### config.mk
export PLATFORM = sky130hd
export DESIGN_NAME = sum_add_check_frame_builder_unit
export DESIGN_NICKNAME = d
export VERILOG_FILES = /design/src/hw/rtl/sacf_pkg.sv /design/src/hw/rtl/sum_add_check_frame_builder_unit.sv
export SDC_FILE = /design/constraint.sdc
export NUM_CORES = 1
export LEC_CHECK = 0
export BUFFER_PORTS_ARGS = -buffer_cell sky130_fd_sc_hd__buf_2
export CAP_MARGIN = 25
export CORE_MARGIN = 2
export CORE_UTILIZATION = 50
export CTS_BUF_LIST = sky130_fd_sc_hd__clkbuf_8 sky130_fd_sc_hd__clkbuf_16
export CTS_CLUSTER_DIAMETER = 50
export DETAILED_ROUTE_END_ITERATION = 12
export PLACE_DENSITY_LB_ADDON = 0.2
export SLEW_MARGIN = 0
export SYNTH_ARGS = -nofsm -noshare
export SYNTH_HDL_FRONTEND = slang
export SYNTH_SLANG_ARGS = --single-unit
export TNS_END_PERCENT = 30
### constraint.sdc
create_clock -name clk -period 9 [get_ports clk]
set_clock_uncertainty 0.2 [all_clocks]
set_input_delay 0.45 -clock clk [delete_from_list [all_inputs] [get_ports clk]]
set_output_delay 0.45 -clock clk [all_outputs]
set_load 0.01 [all_outputs]
### src/hw/rtl/sacf_pkg.sv
// sacf_pkg: types and constants for the checked frame builder
// no dependencies; imported by sum_add_check_frame_builder_unit
package sacf_pkg;

    localparam int FRAME_BYTES   = 19;
    localparam int CHECKED_BYTES = 16;
    localparam int IDX_W         = 5;

    localparam logic [7:0] LEN_BYTE        = 8'h0F;
    localparam logic [7:0] FRAME_HEAD_RST  = 8'hAA;
    localparam logic [7:0] DEST_ADDR_RST   = 8'hFF;
    localparam logic [7:0] FRAME_ID_RST    = 8'h80;

    // frame byte positions
    localparam logic [IDX_W-1:0] POS_HEAD    = 5'd0;
    localparam logic [IDX_W-1:0] POS_DEST    = 5'd1;
    localparam logic [IDX_W-1:0] POS_ID      = 5'd2;
    localparam logic [IDX_W-1:0] POS_LEN     = 5'd3;
    localparam logic [IDX_W-1:0] POS_PAYLOAD = 5'd4;
    localparam logic [IDX_W-1:0] POS_SUM     = 5'd16;
    localparam logic [IDX_W-1:0] POS_ADD     = 5'd17;
    localparam logic [IDX_W-1:0] POS_LAST    = 5'd18;

    // register index in paddr[3:2]
    typedef enum logic [1:0] {
        REG_FRAME_HEAD = 2'd0,
        REG_DEST_ADDR  = 2'd1,
        REG_FRAME_ID   = 2'd2
    } reg_idx_t;

    typedef struct packed {
        logic [31:0] x_word;
        logic [31:0] y_word;
        logic [31:0] z_word;
        logic [7:0]  trailer_byte;
    } in_t;

    typedef struct packed {
        logic [7:0] tx_byte;
        logic       last_byte;
    } out_t;

endpackage

### src/hw/rtl/sum_add_check_frame_builder_unit.sv
// sum_add_check_frame_builder_unit: turns one word triple into a 19-byte checked frame
// depends on sacf_pkg (payload structs, byte positions, register codes)
//
// channel | dir | handshake                  | payload
// in      | in  | in_valid / in_ready        | in_data  (in_t: x, y, z words, trailer)
// out     | out | out_valid / out_ready      | out_data (out_t: tx_byte, last_byte)
// apb     | in  | psel/penable/pwrite/pready | paddr, pwdata, prdata
//
// a frame goes out one byte at a time through the one-byte output register
// the next item is taken in the cycle the final byte of the current frame is loaded
// so frames follow each other with no gap
// reset clears busy flag, byte counter, output valid; presets the config registers
// a stall on out holds the output register and freezes the byte counter
module sum_add_check_frame_builder_unit
    import sacf_pkg::*;
(
    input  logic        clk,
    input  logic        rst_n,
    // item channel
    input  logic        in_valid,
    output logic        in_ready,
    input  in_t         in_data,
    // byte channel
    output logic        out_valid,
    input  logic        out_ready,
    output out_t        out_data,
    // configuration port
    input  logic        psel,
    input  logic        penable,
    input  logic        pwrite,
    input  logic [3:0]  paddr,
    input  logic [31:0] pwdata,
    output logic [31:0] prdata,
    output logic        pready
);

    // config registers
    logic [7:0] frame_head_reg;
    logic [7:0] dest_addr_reg;
    logic [7:0] frame_id_reg;

    // frame being sent
    in_t              item_reg;
    logic             busy_reg;
    logic [IDX_W-1:0] idx_reg;
    logic [7:0]       sum_reg;
    logic [7:0]       add_reg;

    // output register
    logic             out_valid_reg;
    out_t             out_reg;

    logic             load_out;
    logic             advance;
    logic             in_take;
    logic [7:0]       cur_byte;
    logic [7:0]       sum_next;
    logic [7:0]       add_next;
    logic [95:0]      payload;
    logic [3:0]       pay_off;
    logic [1:0]       reg_sel;

    assign pready  = 1'b1;
    assign reg_sel = paddr[3:2];

    // register write on the access phase
    always_ff @(posedge clk or negedge rst_n)
    begin
        if (!rst_n)
        begin
            frame_head_reg <= FRAME_HEAD_RST;
            dest_addr_reg  <= DEST_ADDR_RST;
            frame_id_reg   <= FRAME_ID_RST;
        end
        else if (psel && penable && pwrite && pready)
        begin
            case (reg_sel)
                REG_FRAME_HEAD: frame_head_reg <= pwdata[7:0];
                REG_DEST_ADDR:  dest_addr_reg  <= pwdata[7:0];
                REG_FRAME_ID:   frame_id_reg   <= pwdata[7:0];
                default: ;  // unmapped address, write dropped
            endcase
        end
    end

    always_comb
    begin
        case (reg_sel)
            REG_FRAME_HEAD: prdata = {24'd0, frame_head_reg};
            REG_DEST_ADDR:  prdata = {24'd0, dest_addr_reg};
            REG_FRAME_ID:   prdata = {24'd0, frame_id_reg};
            default:        prdata = 32'd0;
        endcase
    end

    // output register takes a byte when empty or when its byte is being transferred
    assign load_out = !out_valid_reg || out_ready;
    assign advance  = busy_reg && load_out;
    // free, or the final byte of this frame is loaded into the output register this cycle
    assign in_ready = !busy_reg || (advance && (idx_reg == POS_LAST));
    assign in_take  = in_valid && in_ready;

    // payload bytes, x word first, each least significant byte first
    assign payload = {item_reg.z_word, item_reg.y_word, item_reg.x_word};
    assign pay_off = idx_reg[3:0] - POS_PAYLOAD[3:0];

    always_comb
    begin
        case (idx_reg)
            POS_HEAD: cur_byte = frame_head_reg;
            POS_DEST: cur_byte = dest_addr_reg;
            POS_ID:   cur_byte = frame_id_reg;
            POS_LEN:  cur_byte = LEN_BYTE;
            POS_SUM:  cur_byte = sum_reg;
            POS_ADD:  cur_byte = add_reg;
            POS_LAST: cur_byte = item_reg.trailer_byte;
            default:  cur_byte = payload[8*pay_off +: 8];
        endcase
    end

    // running checks, built as the first sixteen bytes go out
    assign sum_next = sum_reg + cur_byte;
    assign add_next = add_reg + sum_next;

    always_ff @(posedge clk or negedge rst_n)
    begin
        if (!rst_n)
        begin
            busy_reg      <= 1'b0;
            idx_reg       <= '0;
            out_valid_reg <= 1'b0;
        end
        else
        begin
            if (in_take)
            begin
                busy_reg <= 1'b1;
                idx_reg  <= '0;
            end
            else if (advance)
            begin
                if (idx_reg == POS_LAST)
                begin
                    busy_reg <= 1'b0;
                    idx_reg  <= '0;
                end
                else
                begin
                    idx_reg <= idx_reg + 5'd1;
                end
            end

            if (load_out)
            begin
                out_valid_reg <= busy_reg;
            end
        end
    end

    // payload side, no reset needed
    always_ff @(posedge clk)
    begin
        if (in_take)
        begin
            item_reg <= in_data;
            sum_reg  <= 8'd0;
            add_reg  <= 8'd0;
        end
        else if (advance && (idx_reg < POS_SUM))
        begin
            sum_reg <= sum_next;
            add_reg <= add_next;
        end

        if (advance)
        begin
            out_reg.tx_byte   <= cur_byte;
            out_reg.last_byte <= (idx_reg == POS_LAST);
        end
    end

    assign out_valid = out_valid_reg;
    assign out_data  = out_reg;

    // checks

    a_take_only_at_frame_end: assert property (@(posedge clk) disable iff (!rst_n)
        (in_take && busy_reg) |-> (advance && idx_reg == POS_LAST))
        else $error("item taken in the middle of a frame");

    a_idx_in_range: assert property (@(posedge clk) disable iff (!rst_n)
        idx_reg <= POS_LAST)
        else $error("byte counter past frame end");

    a_idle_idx_zero: assert property (@(posedge clk) disable iff (!rst_n)
        !busy_reg |-> idx_reg == '0)
        else $error("byte counter not cleared while idle");

    a_sum_byte_sent: assert property (@(posedge clk) disable iff (!rst_n)
        (advance && idx_reg == POS_SUM) |=> out_data.tx_byte == $past(sum_reg))
        else $error("sum check byte not loaded from its accumulator");

    a_last_flag: assert property (@(posedge clk) disable iff (!rst_n)
        (advance && idx_reg != POS_LAST) |=> !out_data.last_byte)
        else $error("last flag on an inner frame byte");

endmodule
* After elaboration in Yosys (flattened, before gate mapping) *
Cells that the tools add are included.
Widths: inputs -> output; s select.

word-level totals
  bits of input ports = 147
  latch bits = 0
  bits in registers = 160
  memories = 0
  logic and storage cells = 54
  memory bits (writable) = 0
  memory bits (read-only) = 0
  output and inout bits = 44

cells by class
  multipliers = 0
  div/mod/pow operators = 0
  add/sub/neg operators = 4
  multiplexer cells = 8
  shifts and indexed selects = 1
  order comparisons = 1
  reductions and logical operators = 18
  eq/ne operators = 8
  bitwise logic cells = 0

operators with widths
  kind                 number
  $shiftx 96x8->8      1
  $pmux 8 s7           1
  $pmux 8 s3           1
  $add 8x8->8          2
  $eq 5x5->1 const B   3
  $mux 5               3
  $eq 5x2->1 const B   2
  $reduce_and 2->1     4
  $logic_and 1x1->1    6
  $add 5x1->5 const B  1
  $eq 5x1->1 const B   1
  $logic_not 5->1      1
  $lt 5x5->1 const B   1
  $reduce_bool 2->1    2
  $sub 4x3->4 const B  1
  $mux 1               3
  $eq 2x1->1 const B   1
  $eq 2x2->1 const B   1
  $logic_not 1->1      2
  $logic_not 2->1      1
  $logic_or 1x1->1     2

* Depth between registers and ports, before layout *
Gate-level depths: netlist (run 1).

  depth after elaboration = 8
  mapped depth = 28
  gate-level depth less buffers = 24

* Worst setup path after synthesis (run 1) *
OpenSTA, ideal clock, no wires.

  kind = register -> register
  start point = register idx_reg[2]
  end point = register item_reg[0] (netlist bit) (enable)
  clock period less this slack = 5727 ps
  data required time = 8291 ps
  path buffers = 4
  arrival time = 5017 ps
  cell stages (with the launch flop) = 11
  setup slack = 3273 ps
  setup time = 509 ps
  path through = dfrtp_1 clkbuf_1 inv_1 ha_1 clkbuf_1 and3_1 nand2_1 nand2_1 and2_1 clkbuf_1 clkbuf_1

on the way
  cells in the longest elaborated chain, start to end = 4

RTL lines
  what                    RTL line                                 text
  from (decl)             sum_add_check_frame_builder_unit.sv:45   logic [IDX_W-1:0] idx_reg;
  from (signal assigned)  sum_add_check_frame_builder_unit.sv:149  idx_reg <= idx_reg + 5'd1;
  $eq 5x5->1              sum_add_check_frame_builder_unit.sv:100  assign in_ready = !busy_reg || (advance && (idx_reg == POS_LAST));
  $logic_and 1x1->1       sum_add_check_frame_builder_unit.sv:100
  $logic_or 1x1->1        sum_add_check_frame_builder_unit.sv:100
  net in_ready            sum_add_check_frame_builder_unit.sv:21   output logic in_ready,
  $logic_and 1x1->1       sum_add_check_frame_builder_unit.sv:101  assign in_take = in_valid && in_ready;
  net in_take             sum_add_check_frame_builder_unit.sv:55   logic in_take;
  to (signal assigned)    sum_add_check_frame_builder_unit.sv:165  item_reg <= in_data;
  to (decl)               sum_add_check_frame_builder_unit.sv:43   in_t item_reg;

The timed path passes the listed nets, and every way through them passes these cells.
A chain may end at the register's enable or synchronous reset.

* Final worst setup path (run 1) *
  start point = register idx_reg[2]
  end point = register add_reg[7]

on the way
  cells in the longest elaborated chain, start to end = 5
  elaborated cells between the ends (all ways) = 17
  those cells by class = add/sub: 3; order compare: 1; eq/ne: 6; shift: 1; mux: 1; reduce/logical: 5

RTL lines
  what                  RTL line                                 text
  $sub 4x3->4           sum_add_check_frame_builder_unit.sv:105  assign pay_off = idx_reg[3:0] - POS_PAYLOAD[3:0];
  $shiftx 96x8->8       sum_add_check_frame_builder_unit.sv:117  default: cur_byte = payload[8*pay_off +: 8];
  $pmux 8 s7 (*)        sum_add_check_frame_builder_unit.sv:109  case (idx_reg)
  net cur_byte[0]       sum_add_check_frame_builder_unit.sv:56   logic [7:0] cur_byte;
  $add 8x8->8 (*)       sum_add_check_frame_builder_unit.sv:122  assign sum_next = sum_reg + cur_byte;
  net sum_next[6]       sum_add_check_frame_builder_unit.sv:57   logic [7:0] sum_next;
  $add 8x8->8 (*)       sum_add_check_frame_builder_unit.sv:123  assign add_next = add_reg + sum_next;
  to (signal assigned)  sum_add_check_frame_builder_unit.sv:172  add_reg <= add_next;
  to (decl)             sum_add_check_frame_builder_unit.sv:47   logic [7:0] add_reg;

The timed path passes the listed nets; every way through them passes the cells marked *.

==> results.md, run 1 <==
* First-pass GRT wire length at 27,610 um
* Antenna violations before repair at 0
* Max Slew Vio Count at 0
* Routed Antenna Nets at 0
* Crit path DAT at 6220 ps
* Ratio of cells with drive above 1 in the final layout at 0.3207
* CTS tree: yes
* Skew-Pair Late Insertion Delay at 430 ps
* Max reg flops at 104
* Top cells by count, synth: 113 x edfxtp_1, 52 x nand2_1, 30 x mux2_2
* Fillcell total at ~1,000
* Clk pin slew, worst setup/hold paths at around 60 ps
* Synth cell types at 56
* Pleak at just under 4 nW
* Clk root buf: clkbuf_16
* Die Width at 125.5 um
* Top-count cell post-synth: edfxtp_1
* Least-Margin Pin Slew at 891.0 ps
* Vias in the first global route at 5,437
* Total gr overflow at 0
* Fin crit period at approximately 6000 ps
* Number of synthesized flops with an enable pin at 113
* Max-cap violation count at 0
* Syn Inst Count at 518
* Initial Util at 0.5097
* Core ar. at 14,480 um^2
* Placed cell areas at 8128 um^2
* Fin crit share at 0.6783
* Synth Area per Inst at 14.25 um^2
* Top cell type by total area after synthesis: edfxtp_1
* P&R area growth vs syn at 30.71%
* Most common flop cell mapped by yosys: edfxtp_1
* Overall Power at between 3 and 4 mW
* Post-route cell area at 9646 um^2
* Post-Syn Area at about 7400 um^2
* Crit path from: idx_reg[2]$_DFFE_PN0P_
* TritonRoute pass-1 iters at 5
* VDD IR max at 218.5 uV
* Final Hold Violating Endpoints at 0
* CP Max Fanout at 13
* #FFs+latches synth at 160
* Wire per inst at around 18 um
* DR vias at 5,038
* All-Layer GR Usage at 0.2287
* DRC Markers at 0
* Number of antenna diodes at 0
* Final setup viols at 0
* Vias per Instance at between 5 and 6
* H-tree depth at 4
* Yosys top cell area share at 0.4598
* CTS buffer count at 17
* Sink Count at 160
* Min-delay src: in_data[26]
* Ys async rst share at 0.1938
* Standard-cell rows at 44
* Worst slew margin at 0.4060
* Number of port buffers at 139
* DP HPWL at 10,740 um
* Io pins at 191
* Synth top area cells: edfxtp_1 46%, mux4_2 7.3%, dfrtp_1 6.1%
* Die Height at about 130 um
* Die Area at 15,750 um^2
* Yosys warns at 0
* Largest net degree at the start of global routing at 73
* Nets at 922
* Final Wtd Congestion at 0.8070
* Setup Total Neg Slack at 0 ps
* Seq/Total Area, Yosys at 0.6105
* HP Class: primary input to register
* Peak Freq at around 0.16 GHz
* Routed wire length at 17,300 um
* Required @ worst endpoint at 9110 ps
* Unrepaired setup endpoints after global routing: no
* R2R Path Start: idx_reg[2]$_DFFE_PN0P_
* Post-CTS setup repair buffer count at 0
* CP Launch Type: register
* Outcome: complete, no violations
* Max clock buf depth at 2
* Cell area power density at 342.8 nW/um^2
* Final Util at 0.6662
* DR iter-0 viols at 258
* Worst setup path class: register to register
* Worst Setup End Kind: register
## path summary, 6_finish.rpt
kind	cells past startpoint	slack [ps]	end
setup / recovery	20	2900	add_reg[7]$_SDFFE_PP0P_
hold / removal	1	20	item_reg[26]$_DFFE_PP_
setup reg to reg	20	2900	add_reg[7]$_SDFFE_PP0P_
hold reg to reg	2	290	add_reg[4]$_SDFFE_PP0P_
max in group asynchronous	2	7680	idx_reg[0]$_DFFE_PN0P_
min in group asynchronous	2	420	frame_id_reg[1]$_DFFE_PN0P_
## per-stage QoR
step	hold slack [ps]	worst slack (ps)	std cells
after CTS	2.088	2814	947
after detailed placement	267.5	2834	817
after global routing	4.621	2367	948
after floorplan	-45.59	3273	541
final	19.61	2896	948
after global placement	266.0	3018	817
## worst max-delay path: stages, from the launching register on
cell	delay (ps)
dfrtp_1	740
inv_1	220
ha_1	670
nor2b_1	590
a22oi_1	260
o21ai_1	210
ha_1	200
inv_1	60
fa_1	400
nor2b_1	130
o21ai_0	100
a21boi_0	220
o21ai_1	100
a21boi_0	240
nor2_1	80
ha_1	220
o41ai_1	540
xnor2_1	160
and4_1	220
nor2_1	120
mux2_1	330
## cell type report
class	count	area (um^2)	area share
sequential	160	4507	0.4672
multi-input combinational	316	2613	0.2709
timing repair buffer	243	1724	0.1788
clock buffer	17	425.4	0.04410
tap	184	230.2	0.02387
clock inverter	14	93.84	0.009729
inverter	14	52.55	0.005448
## cell usage in the layout, fill, tap and decap left out, drive strengths merged, types with 9 or more instances in the layout
cell type / synthesis / layout
mux4: 24 / 24
nand2: 52 / 52
a21oi: 23 / 23
mux2: 32 / 32
nor2: 16 / 16
xnor2: 9 / 9
clkbuf: 18 / 17
ha: 21 / 21
conb: 2 / 25
dfrtp: 18 / 18
edfxtp: 113 / 113
dlygate4sd3: 0 / 99
dfstp: 13 / 13
mux2i: 11 / 11
inv: 14 / 19
a222oi: 9 / 9
dfxtp: 16 / 16
o21ai: 21 / 21
buf: 33 / 144
## timing repair
| action | CTS | global route |
|---|---|---|
| resized for setup | 0 | 0 |
| hold endpoints to repair | 116 | 0 |
| hold buffers | 99 | 0 |
## routing by layer
metal,up-vias,share of wire,GRT usage
met5,-,0,0
li1,2382,-,-
met4,0,0.012,0.06863
met3,19,0.054,0.05819
met2,163,0.53,0.4032
met1,2474,0.41,0.2777
## kinds of logic (layout without fill, tap and decap cells)
family                   count (synthesis)  in the layout  synth area share
AO/OA/AOI/OAI                           92             92           0.08986
other                                    2             25          0.001018
flip-flops                             160            160            0.6105
adder cells (fa/ha/maj)                 23             23           0.04103
AND/OR/NAND/NOR                         97             97           0.05832
buffers and inverters                   65            288           0.04747
multiplexers                            67             67            0.1375
XOR/XNOR                                12             12           0.01424
## report_power, final
| group | internal, mW | total (mW) | switching [mW] | leakage (nW) |
|---|---|---|---|---|
| logic | 0.759 | 1.63 | 0.869 | 2.08 |
| registers | 0.931 | 1.04 | 0.106 | 1.51 |
| clock network | 0.349 | 0.642 | 0.293 | 0.250 |
| total | 2.04 | 3.31 | 1.27 | 3.84 |
Note: power is estimated with default switching activity, not from simulation.
==> run 2, diff against run 1 <==
==> constraint.sdc (replaced) <==
create_clock -name clk -period 6.2 [get_ports clk]
set_clock_uncertainty 0.2 [all_clocks]
set_input_delay 0.31 -clock clk [delete_from_list [all_inputs] [get_ports clk]]
set_output_delay 0.31 -clock clk [all_outputs]
set_load 0.01 [all_outputs]
==> results.md, run 2 (synthesis results as in run 1) <==
* Slowest CP cell: o41a_1
* Antenna violations before repair at 0 (unchanged)
* DR iter-0 viols at 356 (+38%)
* DRC Markers at 0 (unchanged)
* Max clock buf depth at 2 (unchanged)
* Dpl cells at 824 (+0.86%)
* Clk pin slew, worst setup/hold paths at 60 ps (about the same)
* CP Max Fanout at 18 (+5)
* Vias in the first global route at 5,394 (-0.79%)
* Max reg flops at 104 (unchanged)
* TritonRoute pass-1 iters at 5 (unchanged)
* DP HPWL at 10,980 um (+2.2%)
* VDD IR max at 356.6 uV (+63%)
* Initial Util at 0.5097 (unchanged)
* Crit-path cells: inv_2 > ha_1 > o41a_1 > o21ai_1 > ha_1 > inv_1 > fa_1 > nor2b_1 > o21ai_0 > a21boi_0 > o21ai_1 > a21boi_0 > nor2_1 > ha_1 > o41ai_1 > xnor2_1 > and4_1 > nor2_1 > mux2_1
* HP Class: primary input to asynchronous set/reset pin
* Worst setup path class: register to register
* CP Launch Type: register
* Most common cell after layout, fill and taps aside: buf_2
* Clk root buf: clkbuf_16
* GRT met3 Usage at 0.05734 (-0.0008558)
* DR vias at 5,151 (+2.2%)
* Io pins at 191 (unchanged)
* Nets at 944 (+2.4%)
* All-Layer GR Usage at 0.2291 (+0.0003496)
* Crit path largest cell delay at 710 ps (-30 ps)
* Met2 Track Usage GR at 0.3975 (-0.005723)
* Cell mode on critical path: ha_1
* Crit path DAT at 5580 ps (-640 ps)
* Least-Margin Pin Slew at 889.4 ps (-1.529 ps)
* Peak Freq at 0.1827 GHz (+12%)
* CTS buffer count at 17 (unchanged)
* Unrepaired setup endpoints after global routing: no
* Die Height at 125.5 um (unchanged)
* Ratio of cells with drive above 1 in the final layout at 0.3227 (+0.002064)
* Final setup viols at 0 (unchanged)
* Core ar. at 14,480 um^2 (unchanged)
* Max-cap violation count at 0 (unchanged)
* Final Non-Filler Cells at 971 (+2.4%)
* CTS tree: yes
* Most Used Layer, Global Route: met2
* Final Wtd Congestion at 0.8535 (+5.8%)
* Cell area power density at 494.6 nW/um^2 (+44%)
* Gates resized, CTS repair at 0 (unchanged)
* Pleak at 3.967 nW (+3.2%)
* Largest net degree at the start of global routing at 54 (-26%)
* Vias per Instance at 5.305 (-0.18%)
* Routed wire length at 17,400 um (+0.53%)
* Fin crit period at 5473 ps (-631.0 ps)
* Fin crit share at 0.8828 (+0.2045)
* Commonest cells after routing, fill and taps aside: 139 x buf_2, 115 x dlygate4sd3_1, 113 x edfxtp_1
* Standard-cell rows at 44 (unchanged)
* Skew-Pair Late Insertion Delay at 430 ps (about the same)
* H-tree depth at 4 (unchanged)
* Required @ worst endpoint at 6310 ps (-2800 ps)
* P&R area growth vs syn at 34.05%
* Wire per inst at 17.91 um (-1.9%)
* Routed Antenna Nets at 0 (unchanged)
* Number of port buffers at 139 (unchanged)
* Die Area at 15,750 um^2 (unchanged)
* First-pass GRT wire length at 27,590 um (about the same)
* Worst slew margin at 0.4070 (+0.001019)
* Met1 Track Usage GR at 0.2846 (+0.006874)
* Worst Setup End Kind: register
* Setup Total Neg Slack at 0 ps (unchanged)
* Max Slew Vio Count at 0 (unchanged)
* Final Hold Violating Endpoints at 0 (unchanged)
* Number of antenna diodes at 0 (unchanged)
* Outcome: complete, no violations
* Die Width at 125.5 um (unchanged)
* Fillcell total at 1,032 (-1.2%)
* Total gr overflow at 0 (unchanged)
* Sink Count at 160 (unchanged)
## run 2: metrics by stage
stage               hold WS [ps]  power [mW]  setup slack (ps)  cell area [um^2]    util
floorplan                 -185.6       3.292             473.4              7466       -
global placement           179.1       3.739             942.4              8180  0.5650
detailed placement         195.8       3.825             838.1              8180  0.5650
CTS                        267.4       4.894             789.7              9892  0.6832
global route               309.9       5.234             373.1              9892  0.6832
finish                     269.8       4.892             726.6              9892  0.6832
## run 2: layout make-up
class,count,area [um^2],share of cell area
repair buffers,265,1929,0.1950
multi-input cells,316,2613,0.2641
well taps,184,230.2,0.02327
inverters,14,52.55,0.005312
flip-flops and latches,160,4507,0.4556
clock buffers,17,425.4,0.04301
clock inverters,15,135.1,0.01366
## run 2: repair_timing
item                      in CTS  in global routing
hold buffers                 115                  0
hold endpoints to repair     150                  0
buffers inserted               0                  0
## run 2: path summary, 6_finish.rpt
check | cells past startpoint | startpoint | endpoint | slack, ps
setup reg to reg | 19 | idx_reg[0]$_DFFE_PN0P_ | add_reg[7]$_SDFFE_PP0P_ | 730
hold reg to reg | 2 | sum_reg[3]$_SDFFE_PP0P_ | sum_reg[3]$_SDFFE_PP0P_ | 280
max in group asynchronous | 2 | rst_n | idx_reg[0]$_DFFE_PN0P_ | 5030
hold / removal | 2 | rst_n | frame_head_reg[0]$_DFFE_PN0P_ | 270
min in group clk | 2 | sum_reg[3]$_SDFFE_PP0P_ | sum_reg[3]$_SDFFE_PP0P_ | 280
setup / recovery | 19 | idx_reg[0]$_DFFE_PN0P_ | add_reg[7]$_SDFFE_PP0P_ | 730
## run 2: critical path, delay by kind of cell (launching register included)
kind | cells | cell delay [ps]
AOI/OAI and AO/OA | 7 | 2170
xor gates and xnor gates | 1 | 130
buffers and inverters | 2 | 130
muxes | 1 | 320
DFF | 1 | 470
and+or+nand+nor | 4 | 550
adders and majority gates | 4 | 1350
## run 2: routing by layer
metal  vias up  share of wire
li1       2426              -
met1      2498           0.41
met2       199           0.51
met3        28          0.056
met4         0          0.019
met5         -              0
## run 2: power by group
group / internal, mW / leakage [nW] / switching, mW
combinational: 1.13 / 2.18 / 1.30
sequential: 1.35 / 1.51 / 0.114
clock: 0.557 / 0.276 / 0.439
